[config.mk]
export PLATFORM = sky130hd
export DESIGN_NAME = ffta_cell
export DESIGN_NICKNAME = d
export VERILOG_FILES = /design/src/design/ffta_pkg.sv /design/src/design/ffta_cell.sv
export SDC_FILE = /design/constraint.sdc
export NUM_CORES = 1
export LEC_CHECK = 0
export ABC_AREA = 1
export ABC_CLOCK_PERIOD_IN_PS = 3500
export BUFFER_PORTS_ARGS = -buffer_cell sky130_fd_sc_hd__buf_2
export CORE_AREA = 8 8 106 108
export DETAILED_ROUTE_END_ITERATION = 10
export DIE_AREA = 0 0 114 116
export GPL_TIMING_DRIVEN = 0
export PLACE_DENSITY = 0.67
export RECOVER_POWER = 25
export SYNTH_ARGS = -nofsm -noshare
export SYNTH_HDL_FRONTEND = slang
export SYNTH_SLANG_ARGS = --single-unit
[constraint.sdc]
create_clock -name clk_i -period 3.5 [get_ports clk_i]
set_input_delay 0.7 -clock clk_i [delete_from_list [all_inputs] [get_ports clk_i]]
set_output_delay 0.7 -clock clk_i [all_outputs]
set_load 0.005 [all_outputs]
[src/design/ffta_pkg.sv]
// Shared types and constants for the first-fit tile allocator.
// Used by ffta_cell and first_fit_tile_allocator; depends on nothing.
package ffta_pkg;

  // Field widths fixed by the stream format
  localparam int BASE_W = 11;
  localparam int SIZE_W = 12;
  localparam int POS_W  = 11;
  localparam int LIVE_W = 6;
  localparam int STAT_W = 2;

  localparam logic [BASE_W-1:0] DEFAULT_BASE = BASE_W'(16);

  localparam int MAX_RANGES_DEF = 32;
  localparam int VRAM_TILES_DEF = 2048;

  typedef enum logic {
    OP_ALLOC = 1'b0,
    OP_FREE  = 1'b1
  } ffta_op_e;

  typedef enum logic [STAT_W-1:0] {
    STAT_OK        = 2'd0,
    STAT_FULL      = 2'd1,
    STAT_NO_ROOM   = 2'd2,
    STAT_NOT_FOUND = 2'd3
  } ffta_status_e;

  typedef enum logic [1:0] {
    ST_IDLE,
    ST_SCAN,
    ST_COMMIT
  } ffta_state_e;

  // Search token moving down the cell row
  typedef struct packed {
    logic valid;
    logic hit;
  } ffta_tok_t;

  // Table edit broadcast to every cell
  typedef struct packed {
    logic ins;
    logic rem;
  } ffta_edit_t;

endpackage

[src/design/ffta_cell.sv]
// One table cell of the first-fit tile allocator: holds one range, checks
// the passing search token, and shifts with its neighbors on edits. Uses ffta_pkg.
module ffta_cell #(
  parameter int IDX    = 0,
  parameter int CNT_W  = 6,
  parameter int TILE_W = 11,
  parameter int CAND_W = 12,
  parameter int SUM_W  = 13
) (
  input  logic                        clk_i,
  input  logic                        rst_ni,
  input  ffta_pkg::ffta_tok_t         tok_i,
  input  logic [CAND_W-1:0]           cand_i,
  input  logic [CNT_W-1:0]            slot_i,
  output ffta_pkg::ffta_tok_t         tok_o,
  output logic [CAND_W-1:0]           cand_o,
  output logic [CNT_W-1:0]            slot_o,
  input  ffta_pkg::ffta_op_e          op_i,
  input  logic [ffta_pkg::SIZE_W-1:0] key_i,
  input  logic [CNT_W-1:0]            total_i,
  input  ffta_pkg::ffta_edit_t        edit_i,
  input  logic [CNT_W-1:0]            edit_slot_i,
  input  logic [TILE_W-1:0]           new_start_i,
  input  logic [ffta_pkg::SIZE_W-1:0] new_size_i,
  input  logic [TILE_W-1:0]           left_start_i,
  input  logic [ffta_pkg::SIZE_W-1:0] left_size_i,
  input  logic [TILE_W-1:0]           right_start_i,
  input  logic [ffta_pkg::SIZE_W-1:0] right_size_i,
  output logic [TILE_W-1:0]           start_o,
  output logic [ffta_pkg::SIZE_W-1:0] size_o
);
  import ffta_pkg::*;

  localparam logic [CNT_W-1:0] MY_IDX = CNT_W'(IDX);

  ffta_tok_t           tok_d, tok_q;
  logic [CAND_W-1:0]   cand_d, cand_q;
  logic [CNT_W-1:0]    slot_d, slot_q;
  logic [TILE_W-1:0]   start_d, start_q;
  logic [SIZE_W-1:0]   size_d, size_q;
  logic                live;
  logic [SUM_W-1:0]    start_ext, end_ext, need_ext, pos_ext;

  assign live      = MY_IDX < total_i;
  assign start_ext = SUM_W'(start_q);
  assign end_ext   = start_ext + SUM_W'(size_q);
  assign need_ext  = SUM_W'(cand_i) + SUM_W'(key_i);
  assign pos_ext   = SUM_W'(key_i[POS_W-1:0]);

  always_comb begin
    tok_d  = tok_i;
    cand_d = cand_i;
    slot_d = slot_i;
    if (tok_i.valid && !tok_i.hit) begin
      case (op_i)
        OP_ALLOC: begin
          // first empty cell or first range past the gap closes the search
          if (!live || start_ext >= need_ext) begin
            tok_d.hit = 1'b1;
            slot_d    = MY_IDX;
          end else if (end_ext > SUM_W'(cand_i)) begin
            cand_d = CAND_W'(end_ext);
          end
        end
        OP_FREE: begin
          if (live && start_ext == pos_ext) begin
            tok_d.hit = 1'b1;
            slot_d    = MY_IDX;
          end
        end
        default: ;
      endcase
    end
  end

  always_comb begin
    start_d = start_q;
    size_d  = size_q;
    if (edit_i.ins) begin
      if (MY_IDX == edit_slot_i) begin
        start_d = new_start_i;
        size_d  = new_size_i;
      end else if (MY_IDX > edit_slot_i) begin
        start_d = left_start_i;
        size_d  = left_size_i;
      end
    end else if (edit_i.rem && MY_IDX >= edit_slot_i) begin
      start_d = right_start_i;
      size_d  = right_size_i;
    end
  end

  always_ff @(posedge clk_i or negedge rst_ni) begin
    if (!rst_ni) begin
      tok_q <= '0;
    end else begin
      tok_q <= tok_d;
    end
  end

  always_ff @(posedge clk_i) begin
    cand_q  <= cand_d;
    slot_q  <= slot_d;
    start_q <= start_d;
    size_q  <= size_d;
  end

  assign tok_o   = tok_q;
  assign cand_o  = cand_q;
  assign slot_o  = slot_q;
  assign start_o = start_q;
  assign size_o  = size_q;

endmodule

* Yosys cells after proc, flatten, opt, wreduce, memory -nomap -nowiden *
Cells that the tools add are included.

word-level totals
  bits in registers = 43

operators by class
  reductions and logical operators = 9
  magnitude comparators = 5
  add/sub/neg operators = 2
  bitwise logic cells = 1
  mux-type cells = 20
  equality and inequality tests = 2

operators with widths
  kind                number
  $mux 12             8
  $mux 11             4
  $mux 6              3
  $add 11x12->13      1
  $add 12x12->13      1
  $ge 11x13->1        1
  $gt 13x12->1        1
  $pmux 6 s2          1
  $eq 11x11->1        1
  $ge 1x6->1 const A  1
  $gt 1x6->1 const A  1
  $logic_not 6->1     1
  $lt 1x6->1 const A  1
  $logic_and 1x1->1   3
  $mux 1              3
  $ne 3x1->1 const B  1
  $logic_not 1->1     2
  $pmux 1 s2          1
  $reduce_and 2->1    1
  $reduce_bool 2->1   1
  $logic_or 1x1->1    1
  $not 1->1           1

* Longest topological paths before layout *
Gate-level depths: netlist of run 1.

  depth in word-level cells = 6
  gate-level depth with buffers = 24
  gate-level depth less buffers = 23

* Least setup slack after synthesis of run 1 *
OpenSTA, ideal clock, no wires.

  path type = in2reg
  start = in cand_i[0]
  end = reg cand_q[2] (netlist: cand_o[2])
  arrival = 3.012 ns
  stages on the path = 20
  setup slack = 0.371 ns
  library setup time = 0.117 ns
  path buffers = 1
  cell sequence = ha_1 > inv_1 > fa_1 > o21ai_2 > a21oi_1 > xor2_1 > ha_1 > nand2_1 > a21oi_1 > nor2_1 > nand2_1 > nor2_1 > nand2_1 > nand2_1 > nand2_1 > nand2_1 > nand2_4 > buf_8 > o21bai_1 > nand2_1

between the ends
  word-level cells in the longest chain between the ends = 6
  elaborated cells between the ends (all ways) = 8

ends and longest elaborated chain
  element               line              source
  start, declared       ffta_cell.sv:13   input logic [CAND_W-1:0] cand_i,
  $add 12x12->13        ffta_cell.sv:47   assign need_ext = SUM_W'(cand_i) + SUM_W'(key_i);
  $ge 11x13->1          ffta_cell.sv:58   if (!live || start_ext >= need_ext) begin
  $logic_or 1x1->1      ffta_cell.sv:58
  $mux 12 (*)           ffta_cell.sv:58
  $mux 12 (*)           ffta_cell.sv:55   case (op_i)
  $mux 12 (*)           ffta_cell.sv:54   if (tok_i.valid && !tok_i.hit) begin
  via cand_d[2]         ffta_cell.sv:37   logic [CAND_W-1:0] cand_d, cand_q;
  end signal, assigned  ffta_cell.sv:102  cand_q <= cand_d;
  end, declared         ffta_cell.sv:37

Mark *: on every way through the listed nets, which the timed path passes. The rest lies on a longest branch.
A chain may end at the register's enable or synchronous reset.

* Worst setup path in the final report of run 1 *
  start = in cand_i[3]
  end = reg cand_q[6] (netlist: cand_o[6])

The elaborated chain is that of the path after synthesis.

==> results of run 1 <==
==> layout make-up <==
cell class	count	area, µm²
well taps	133	166
clock inverters	1	30.0
inverters	52	195
repair buffers	165	821
clock buffers	7	80.1
multi-input cells	390	2480
plain buffers	15	87.6
flip-flops and latches	43	1100
fillers	977	4590
==> cell families (layout without fill, tap and decap cells) <==
| logic type | count (synthesis) | count (layout) | synth area share |
|---|---|---|---|
| AND/OR/NAND/NOR | 236 | 236 | 0.267 |
| AO/OA/AOI/OAI | 77 | 77 | 0.132 |
| buffers and inverters | 67 | 240 | 0.0754 |
| adder cells (fa/ha/maj) | 48 | 48 | 0.164 |
| flip-flops | 43 | 43 | 0.294 |
| XOR/XNOR | 29 | 29 | 0.0677 |
==> worst max-delay path by stage <==
stage                    startpoint                 to  slack, ns  cells past startpoint
6_report                  cand_i[3]  cand_o[6]$_DFF_P_       0.26                     20
5_1_grt        start_o[0]$_DFFE_PP_  cand_o[3]$_DFF_P_      -0.03                     21
4_1_cts        start_o[0]$_DFFE_PP_  cand_o[2]$_DFF_P_       0.05                     21
3_5_place_dp              cand_i[0]  cand_o[5]$_DFF_P_      -0.15                     21
3_3_place_gp              cand_i[0]  cand_o[5]$_DFF_P_      -0.16                     21
2_1_floorplan             cand_i[0]  cand_o[2]$_DFF_P_       0.37                     20
==> Yosys cell counts, drive strengths merged <==
master  instances
a211oi          1
a21boi          6
a21o            1
a21oi          23
a31oi          27
buf             5
clkbuf         10
dfrtp           2
dfxtp          18
edfxtp         23
fa              2
ha             46
inv            52
nand2         123
nand2b          2
nand3          52
nand4           6
nor2           48
nor3            1
nor3b           1
nor4            3
o21ai           4
o21bai         15
xnor2           9
xor2           20
==> power groups by stage <==
stage / logic [mW] / registers, mW / clock network [mW]
2_1_floorplan: 0.253 / 0.573 / 0
3_3_place_gp: 0.402 / 0.571 / 0
3_5_place_dp: 0.409 / 0.571 / 0
4_1_cts: 0.411 / 0.560 / 0.382
5_1_grt: 0.483 / 0.562 / 0.403
6_report: 0.424 / 0.560 / 0.368
==> sequential cells by signal, summed over array words and instances (netlist names) <==
signal and cells:
cand_o 12, size_o 12, start_o 11, slot_o 6, tok_o 2
==> critical path: cells and delay by family <==
| family | cells | cell delay, ns |
|---|---|---|
| compound gates | 5 | 0.79 |
| xor+xnor | 1 | 0.18 |
| fa+ha+maj | 2 | 0.65 |
| buf+inv | 2 | 0.28 |
| simple gates | 10 | 0.81 |
==> timing repair <==
item | 4_1_cts | 5_1_grt
buffers inserted | 0 | 5
endpoints found under the setup margin | 0 | 13
resized for setup | 0 | 26
==> layer usage <==
metal | vias up | GRT usage | wire length (µm) | share of wire
met1 | 1699 | 0.206 | 4990 | 0.42
met4 | 0 | 0.0603 | 263 | 0.022
met2 | 190 | 0.323 | 5550 | 0.46
li1 | 2036 | - | - | -
met3 | 17 | 0.0568 | 1170 | 0.098
met5 | - | 0 | 0 | 0
==> placed cells by master, fill, tap and decap left out, types with 2 or more instances in the layout <==
| master | n |
|---|---|
| a21boi_0 | 6 |
| a21oi_1 | 18 |
| a21oi_2 | 5 |
| a31oi_1 | 26 |
| buf_2 | 138 |
| buf_4 | 6 |
| buf_6 | 2 |
| buf_8 | 2 |
| clkbuf_1 | 33 |
| clkbuf_8 | 5 |
| dfrtp_1 | 2 |
| dfxtp_1 | 18 |
| edfxtp_1 | 23 |
| fa_2 | 2 |
| ha_1 | 44 |
| ha_2 | 2 |
| inv_1 | 51 |
| nand2_1 | 116 |
| nand2_2 | 4 |
| nand2_4 | 3 |
| nand3_1 | 51 |
| nand4_1 | 6 |
| nor2_1 | 44 |
| nor2_2 | 4 |
| nor4_1 | 2 |
| o21ai_0 | 2 |
| o21bai_1 | 13 |
| o21bai_2 | 2 |
| xnor2_1 | 9 |
| xor2_1 | 19 |
==> flow_metrics.tcl, run 1 <==
set metrics [dict create \
    rows 36 \
    synth-seq-area-share 0.294 \
    yosys_warnings 0 \
    wl_per_cell_um 14.9 \
    synthToLayoutAreaGrowth_pct 32.2 \
    grtUsageTotal 0.183 \
    r2r_setup_slack_ns 0.26 \
    firstDrtPassIters 6 \
    yosys.area.top_type "edfxtp_1" \
    grt.overflow.total 0 \
    hpwlAfterDp_um 10400 \
    utilization 0.519 \
    cts.sinks 43 \
    setup_tns_ns 0 \
    die-height_um 116 \
    intPower_uw 959 \
    root_buffer "clkbuf_8" \
    viasPerCell 4.89 \
    synth_top_cell_area_share 0.184 \
    synth_area_um2 3750 \
    syn_nets 666 \
    syn-instance-count 500 \
    dpl_cell_area_um2 4730 \
    status "completed" \
    finalWeightedCongestion 0.858 \
    core_area_um2 9550 \
    crit_top_cell "nand2_1" \
    synth.lib_cells_used.distinct 34 \
    leakage_nw 2.52 \
    die_w_um 114 \
    nNetsFinal 838 \
    first_global_vias 4174 \
    worstSkewPairLatency_ns 0.28 \
    reg2reg_to "cand_o[2]$_DFF_P_" \
    drc 0 \
    dr_total_vias 3942 \
    final_cell_area_um2 4960 \
    drv_slew 0 \
    htreeDepth 2 \
    max_stage_delay_ns 0.39 \
    grt_max_degree 20 \
    avgSynthCellArea_um2 7.50 \
    max_cap_violations 0 \
    crit_slowest_cell "ha_1" \
    fmax_ghz 0.308 \
    worst_pin_slew_ns 0.499 \
    p_total_mw 1.35 \
    antenna_found_initial 0 \
    cp-start-kind "input port" \
    start_util 0.393 \
    grt_pass1_wl_um 19500 \
    seqPwrFrac 0.414 \
    critical_path.cell_chain "buf_2 > ha_1 > a21oi_1 > o21ai_4 > a21oi_2 > xor2_1 > ha_1 > nand2_1 > a21oi_1 > nor2_1 > nand2_1 > nor2_1 > nand2_1 > nand2_1 > nand2_1 > nand2_1 > nand2_4 > buf_8 > o21bai_1 > nand2_1" \
    clkTransAtPathRegs_ns 0.07 \
    stdcell_count 806 \
    dieArea_um2 13200 \
    reg2regPathDepth 21 \
    p_sw_frac 0.291 \
    power.share.clock 0.272 \
    switchingPower_uw 393 \
    fin_skew_ns 0.00521 \
    wl_um 12000 \
    vdd_drop_max_mv 0.142 \
    worst_ep_arrival_time_ns 3.42 \
    worst_slack_ns 0.257 \
    dp_slack_ns -0.153 \
    antenna_cells 0 \
    postCtsHoldBufs 0 \
    fin_crit_ns 3.24 \
    numPortBuffers 159 \
    drive_above_1_share 0.276 \
    min_path_type "input port to asynchronous set/reset pin" \
    synthTopCellsByArea "edfxtp_1 18%, ha_1 15%, nand2_1 12%, dfxtp_1 9.6%, nand3_1 6.9%" \
    r2r-start "start_o[0]$_DFFE_PP_" \
    setup_viol 0 \
    worstSetupEndpointType "register" \
    slew_headroom 0.665 \
    finalHoldViolCount 0 \
    cts_buffers 5 \
    finalCritPeriodShare 0.927 \
    cts_tree "done" \
    p_comb_frac 0.313 \
    criticalPathCategory "input port to register" \
    hold_slack_ns 0.194 \
    cp_max_fo 10 \
    p_per_area_nw_per_um2 273 \
    placed_cells 793 \
    cts_buffer_depth 2 \
    crit_required_ns 3.68 \
    first_iter_violations 157 \
    synth_seq_cells 43 \
    ant_nets 0 \
    io_pins 161 \
]
(Power assumes the default switching activity.)
==> run 2, diff against run 1 <==
--- a/config.mk
+++ b/config.mk
@@ -12,7 +12,7 @@
 export DETAILED_ROUTE_END_ITERATION = 10
 export DIE_AREA = 0 0 114 116
 export GPL_TIMING_DRIVEN = 0
-export PLACE_DENSITY = 0.67
+export PLACE_DENSITY = 0.76
 export RECOVER_POWER = 25
 export SYNTH_ARGS = -nofsm -noshare
 export SYNTH_HDL_FRONTEND = slang
==> flow_metrics.tcl, run 2 (synthesis gave the netlist of run 1 again) <==
set metrics [dict create \
    drc 0 \
    vdd_drop_max_mv 0.193 \
    dr_total_vias 3993 \
    rows 36 \
    fillCellCount 979 \
    firstDrtPassIters 4 \
    leakage_nw 2.51 \
    wl_um 12200 \
    ant_nets 0 \
    die-height_um 116 \
    finalWeightedCongestion 0.903 \
    final_cell_mix "136 x buf_2, 119 x nand2_1, 52 x inv_1, 52 x nand3_1, 45 x nor2_1" \
    nNetsFinal 842 \
    max_cap_violations 0 \
    p_total_mw 1.37 \
    core_area_um2 9550 \
    clkTransAtPathRegs_ns 0.08 \
    fin_crit_ns 3.32 \
    root_buffer "clkbuf_8" \
    dpl_cell_area_um2 4730 \
    grt_max_degree 23 \
    antenna_found_initial 0 \
    cts_buffers 5 \
    min_path_type "input port to asynchronous set/reset pin" \
    antenna_cells 0 \
    p_per_area_nw_per_um2 277 \
    cts_buffer_depth 2 \
    synthToLayoutAreaGrowth_pct 31.6 \
    fmax_ghz 0.301 \
    cp-start-kind "register" \
    cts_tree "done" \
    numPortBuffers 159 \
    crit_required_ns 3.67 \
    status "completed" \
    htreeDepth 2 \
    drive_above_1_share 0.266 \
    cp_max_fo 10 \
    viasPerCell 4.93 \
    dieArea_um2 13200 \
    final_cell_area_um2 4940 \
    grt.overflow.total 0 \
    postCtsHoldBufs 0 \
    final_common_cell "buf_2" \
    slew_headroom 0.595 \
    start_util 0.393 \
    io_pins 161 \
    die_w_um 114 \
    worstSkewPairLatency_ns 0.29 \
    grtUsageTotal 0.183 \
    criticalPathCategory "register to register" \
    cts.sinks 43 \
    wl_per_cell_um 15.1 \
    first_global_vias 4154 \
    setup_viol 0 \
    finalHoldViolCount 0 \
    fin_skew_ns 0.00814 \
    grt_pass1_wl_um 19400 \
    first_iter_violations 157 \
    worstSetupEndpointType "register" \
    worst_ep_arrival_time_ns 3.50 \
    finalCritPeriodShare 0.949 \
    hpwlAfterDp_um 10500 \
    drv_slew 0 \
    worst_pin_slew_ns 0.602 \
]
==> run 2: power breakdown <==
part           leakage (nW)  internal, mW  switching [mW]  total [mW]
clock                0.0559         0.221           0.160       0.381
sequential            0.389         0.553         0.00756       0.560
combinational          2.06         0.186           0.240       0.427
total                  2.51         0.960           0.408        1.37
==> run 2: area by class of cell <==
| type | count | area (µm²) | area share |
|---|---|---|---|
| buffer | 15 | 87.6 | 0.0177 |
| clock buffer | 7 | 80.1 | 0.0162 |
| clock inverter | 1 | 30.0 | 0.00608 |
| inverter | 52 | 195 | 0.0395 |
| multi-input combinational | 390 | 2430 | 0.492 |
| sequential | 43 | 1100 | 0.223 |
| tap | 133 | 166 | 0.0337 |
| timing repair buffer | 169 | 848 | 0.172 |
==> run 2: layer usage <==
| layer | vias up | share of wire | global-route usage |
|---|---|---|---|
| met1 | 1767 | 0.44 | 0.208 |
| li1 | 2039 | - | - |
| met2 | 174 | 0.47 | 0.330 |
| met3 | 13 | 0.080 | 0.0526 |
| met5 | - | 0 | 0 |
| met4 | 0 | 0.013 | 0.0417 |
==> run 2: metrics by stage <==
step | worst slack [ns] | setup TNS, ns | hold slack [ns] | util | std cells
2_1_floorplan | 0.371 | 0 | 0.404 | - | 500
3_3_place_gp | -0.131 | -3.47 | 0.485 | 0.494 | 792
3_5_place_dp | -0.157 | -1.27 | 0.488 | 0.495 | 793
4_1_cts | 0.105 | 0 | 0.173 | 0.508 | 802
5_1_grt | -0.0130 | -0.0211 | 0.177 | 0.517 | 810
6_report | 0.177 | 0 | 0.180 | 0.517 | 810
==> run 2: final timing paths <==
path                                       from                 end  slack (ns)  cells past startpoint
setup / recovery           start_o[7]$_DFFE_PP_   cand_o[2]$_DFF_P_        0.18                     19
hold / removal                           rst_ni  tok_o[0]$_DFF_PN0_        0.18                      1
setup reg to reg           start_o[7]$_DFFE_PP_   cand_o[2]$_DFF_P_        0.18                     19
hold reg to reg             size_o[0]$_DFFE_PP_   cand_o[0]$_DFF_P_        0.76                      3
max in group asynchronous                rst_ni  tok_o[1]$_DFF_PN0_        3.20                      1
min in group clk_i                     tok_i[1]  tok_o[1]$_DFF_PN0_        0.56                      1
==> run 2: worst max-delay path, cell delays in order, from the launching register on <==
cell,delay (ns)
edfxtp_1,0.52
ha_1,0.43
a21o_1,0.19
a31oi_1,0.18
nand2_2,0.10
nand2_1,0.07
nand2_1,0.05
xor2_1,0.18
ha_1,0.32
nand2_1,0.07
nor2_1,0.10
nand4_1,0.11
nand2b_1,0.17
nand2_1,0.07
nand3_1,0.10
nand2_2,0.13
inv_1,0.09
buf_6,0.15
nand3_1,0.08
nand2_1,0.08
==> run 2: repair_timing <==
item | CTS | global route
setup endpoints to repair | 4 | 12
pin swaps | 0 | 2
gates resized for setup | 0 | 15
setup buffers | 1 | 8
==> run 3, diff against run 2 <==
--- a/config.mk
+++ b/config.mk
@@ -12,8 +12,9 @@
 export DETAILED_ROUTE_END_ITERATION = 10
 export DIE_AREA = 0 0 114 116
 export GPL_TIMING_DRIVEN = 0
-export PLACE_DENSITY = 0.76
+export PLACE_DENSITY = 0.68
 export RECOVER_POWER = 25
+export SKIP_LAST_GASP = 1
 export SYNTH_ARGS = -nofsm -noshare
 export SYNTH_HDL_FRONTEND = slang
 export SYNTH_SLANG_ARGS = --single-unit
==> flow_metrics.tcl, run 3 (synthesis gave the netlist of run 1 again) <==
set metrics [dict create \
    status "completed" \
    core_area_um2 9550 \
    start_util 0.393 \
    finalWeightedCongestion 0.914 \
    worstSetupEndpointType "register" \
    vdd_drop_max_mv 0.130 \
    grt.overflow.total 0 \
    grt_max_degree 23 \
    p_total_mw 1.32 \
    cts_buffers 5 \
    synthToLayoutAreaGrowth_pct 31.6 \
    fin_crit_ns 3.24 \
    p_per_area_nw_per_um2 268 \
    cts_buffer_depth 2 \
    rsz0062_at_grt "false" \
    dieArea_um2 13200 \
    antenna_cells 0 \
    cp_max_fo 10 \
    firstDrtPassIters 4 \
    viasPerCell 4.89 \
    leakage_nw 2.52 \
    wl_um 12300 \
    path_buf_inv 3 \
    fmax_ghz 0.309 \
    worst_ep_arrival_time_ns 3.43 \
    finalHoldViolCount 0 \
    grt_pass1_wl_um 19600 \
    final_common_cell "buf_2" \
    rows 36 \
    fin_skew_ns 0.0133 \
    drive_above_1_share 0.271 \
    min_path_type "input port to asynchronous set/reset pin" \
    cts.sinks 43 \
    wl_per_cell_um 15.2 \
    dr_total_vias 3971 \
    slew_headroom 0.666 \
    htreeDepth 2 \
    hold_slack_ns 0.159 \
    max_cap_violations 0 \
    fillCellCount 984 \
    clkTransAtPathRegs_ns 0.09 \
    worstSkewPairLatency_ns 0.31 \
    drc 0 \
    cp-start-kind "input port" \
    busiest_layer "met2" \
    antenna_found_initial 0 \
    placed_cells 793 \
    final_cell_area_um2 4940 \
    stdcell_count 812 \
    setup_viol 0 \
    grtUsageMet3 0.0558 \
    numPortBuffers 159 \
    max_stage_delay_ns 0.36 \
    first_global_vias 4151 \
    worst_pin_slew_ns 0.496 \
    hpwlAfterDp_um 10700 \
    io_pins 161 \
    crit_required_ns 3.69 \
    crit_slowest_cell "fa_2" \
    use_met1 0.205 \
    crit_family "simple AND/OR/NAND/NOR gates" \
    crit_top_cell "nand2_1" \
    die_w_um 114 \
    use_met2 0.347 \
    nNetsFinal 844 \
    cts_tree "done" \
    finalCritPeriodShare 0.926 \
    dpl_cell_area_um2 4730 \
    setup_tns_ns 0 \
    ant_nets 0 \
    drv_slew 0 \
    criticalPathCategory "input port to register" \
    grtUsageTotal 0.188 \
    first_iter_violations 207 \
    critical_path.cell_chain "buf_2 > ha_1 > inv_1 > fa_2 > o21ai_2 > a21oi_2 > xor2_1 > ha_1 > nand2_1 > a21oi_1 > nor2_1 > nand2_1 > nor2_1 > nand2_1 > nand2_1 > nand2_1 > nand2_1 > nand2_4 > buf_8 > o21bai_1 > nand2_1" \
    final_cell_mix "138 x buf_2, 119 x nand2_1, 52 x inv_1, 52 x nand3_1, 45 x nor2_1" \
    die-height_um 116 \
    root_buffer "clkbuf_8" \
]
[run 3: changes by cell type in the layout (fill, tap and decap cells not counted), sizes merged]
cell,previous run,this run
buf,150,154
clkbuf,41,37
inv,52,55
bufinv,1,0
[run 3: what timing repair did]
item,in CTS,in global routing
hold buffers,0,0
hold endpoints to repair,0,0
buffers inserted,0,11
endpoints found under the setup margin,0,13
gates resized for setup,0,12
[run 3: layout make-up]
cell class,instances,area (µm²),area share
Tap cell,133,166,0.0337
Multi-Input combinational cell,390,2430,0.492
Sequential cell,43,1100,0.223
Clock buffer,5,68.8,0.0139
Clock inverter,3,21.3,0.00431
Timing Repair Buffer,171,866,0.175
Inverter,52,195,0.0395
Buffer,15,87.6,0.0177
[run 3: worst paths after layout]
| check | start | end | slack [ns] | cells after the start |
|---|---|---|---|---|
| setup / recovery | cand_i[0] | cand_o[4]$_DFF_P_ | 0.26 | 21 |
| hold / removal | rst_ni | tok_o[0]$_DFF_PN0_ | 0.16 | 1 |
| setup reg to reg | start_o[0]$_DFFE_PP_ | cand_o[2]$_DFF_P_ | 0.26 | 21 |
| hold reg to reg | size_o[0]$_DFFE_PP_ | cand_o[0]$_DFF_P_ | 0.74 | 3 |
| max in group asynchronous | rst_ni | tok_o[1]$_DFF_PN0_ | 3.22 | 1 |
| min in group clk_i | tok_i[1] | tok_o[1]$_DFF_PN0_ | 0.53 | 1 |
[run 3: per-stage QoR]
| step | setup WS, ns | util |
|---|---|---|
| 5_1_grt | 0.00382 | 0.517 |
| 6_report | 0.260 | 0.517 |
| 4_1_cts | 0.0942 | 0.505 |
| 3_5_place_dp | -0.192 | 0.495 |
| 2_1_floorplan | 0.371 | - |
| 3_3_place_gp | -0.182 | 0.494 |
[run 3: where the power goes]
| part | internal, mW | leakage, nW | switching [mW] | total [mW] |
|---|---|---|---|---|
| Sequential | 0.553 | 0.389 | 0.00706 | 0.560 |
| Clock | 0.144 | 0.0494 | 0.197 | 0.341 |
| Combinational | 0.185 | 2.08 | 0.236 | 0.421 |
[run 3: routing by layer]
metal	part of all wire	vias to the layer above
li1	-	2045
met1	0.43	1740
met2	0.47	171
met3	0.079	15
met4	0.018	0
met5	0	-
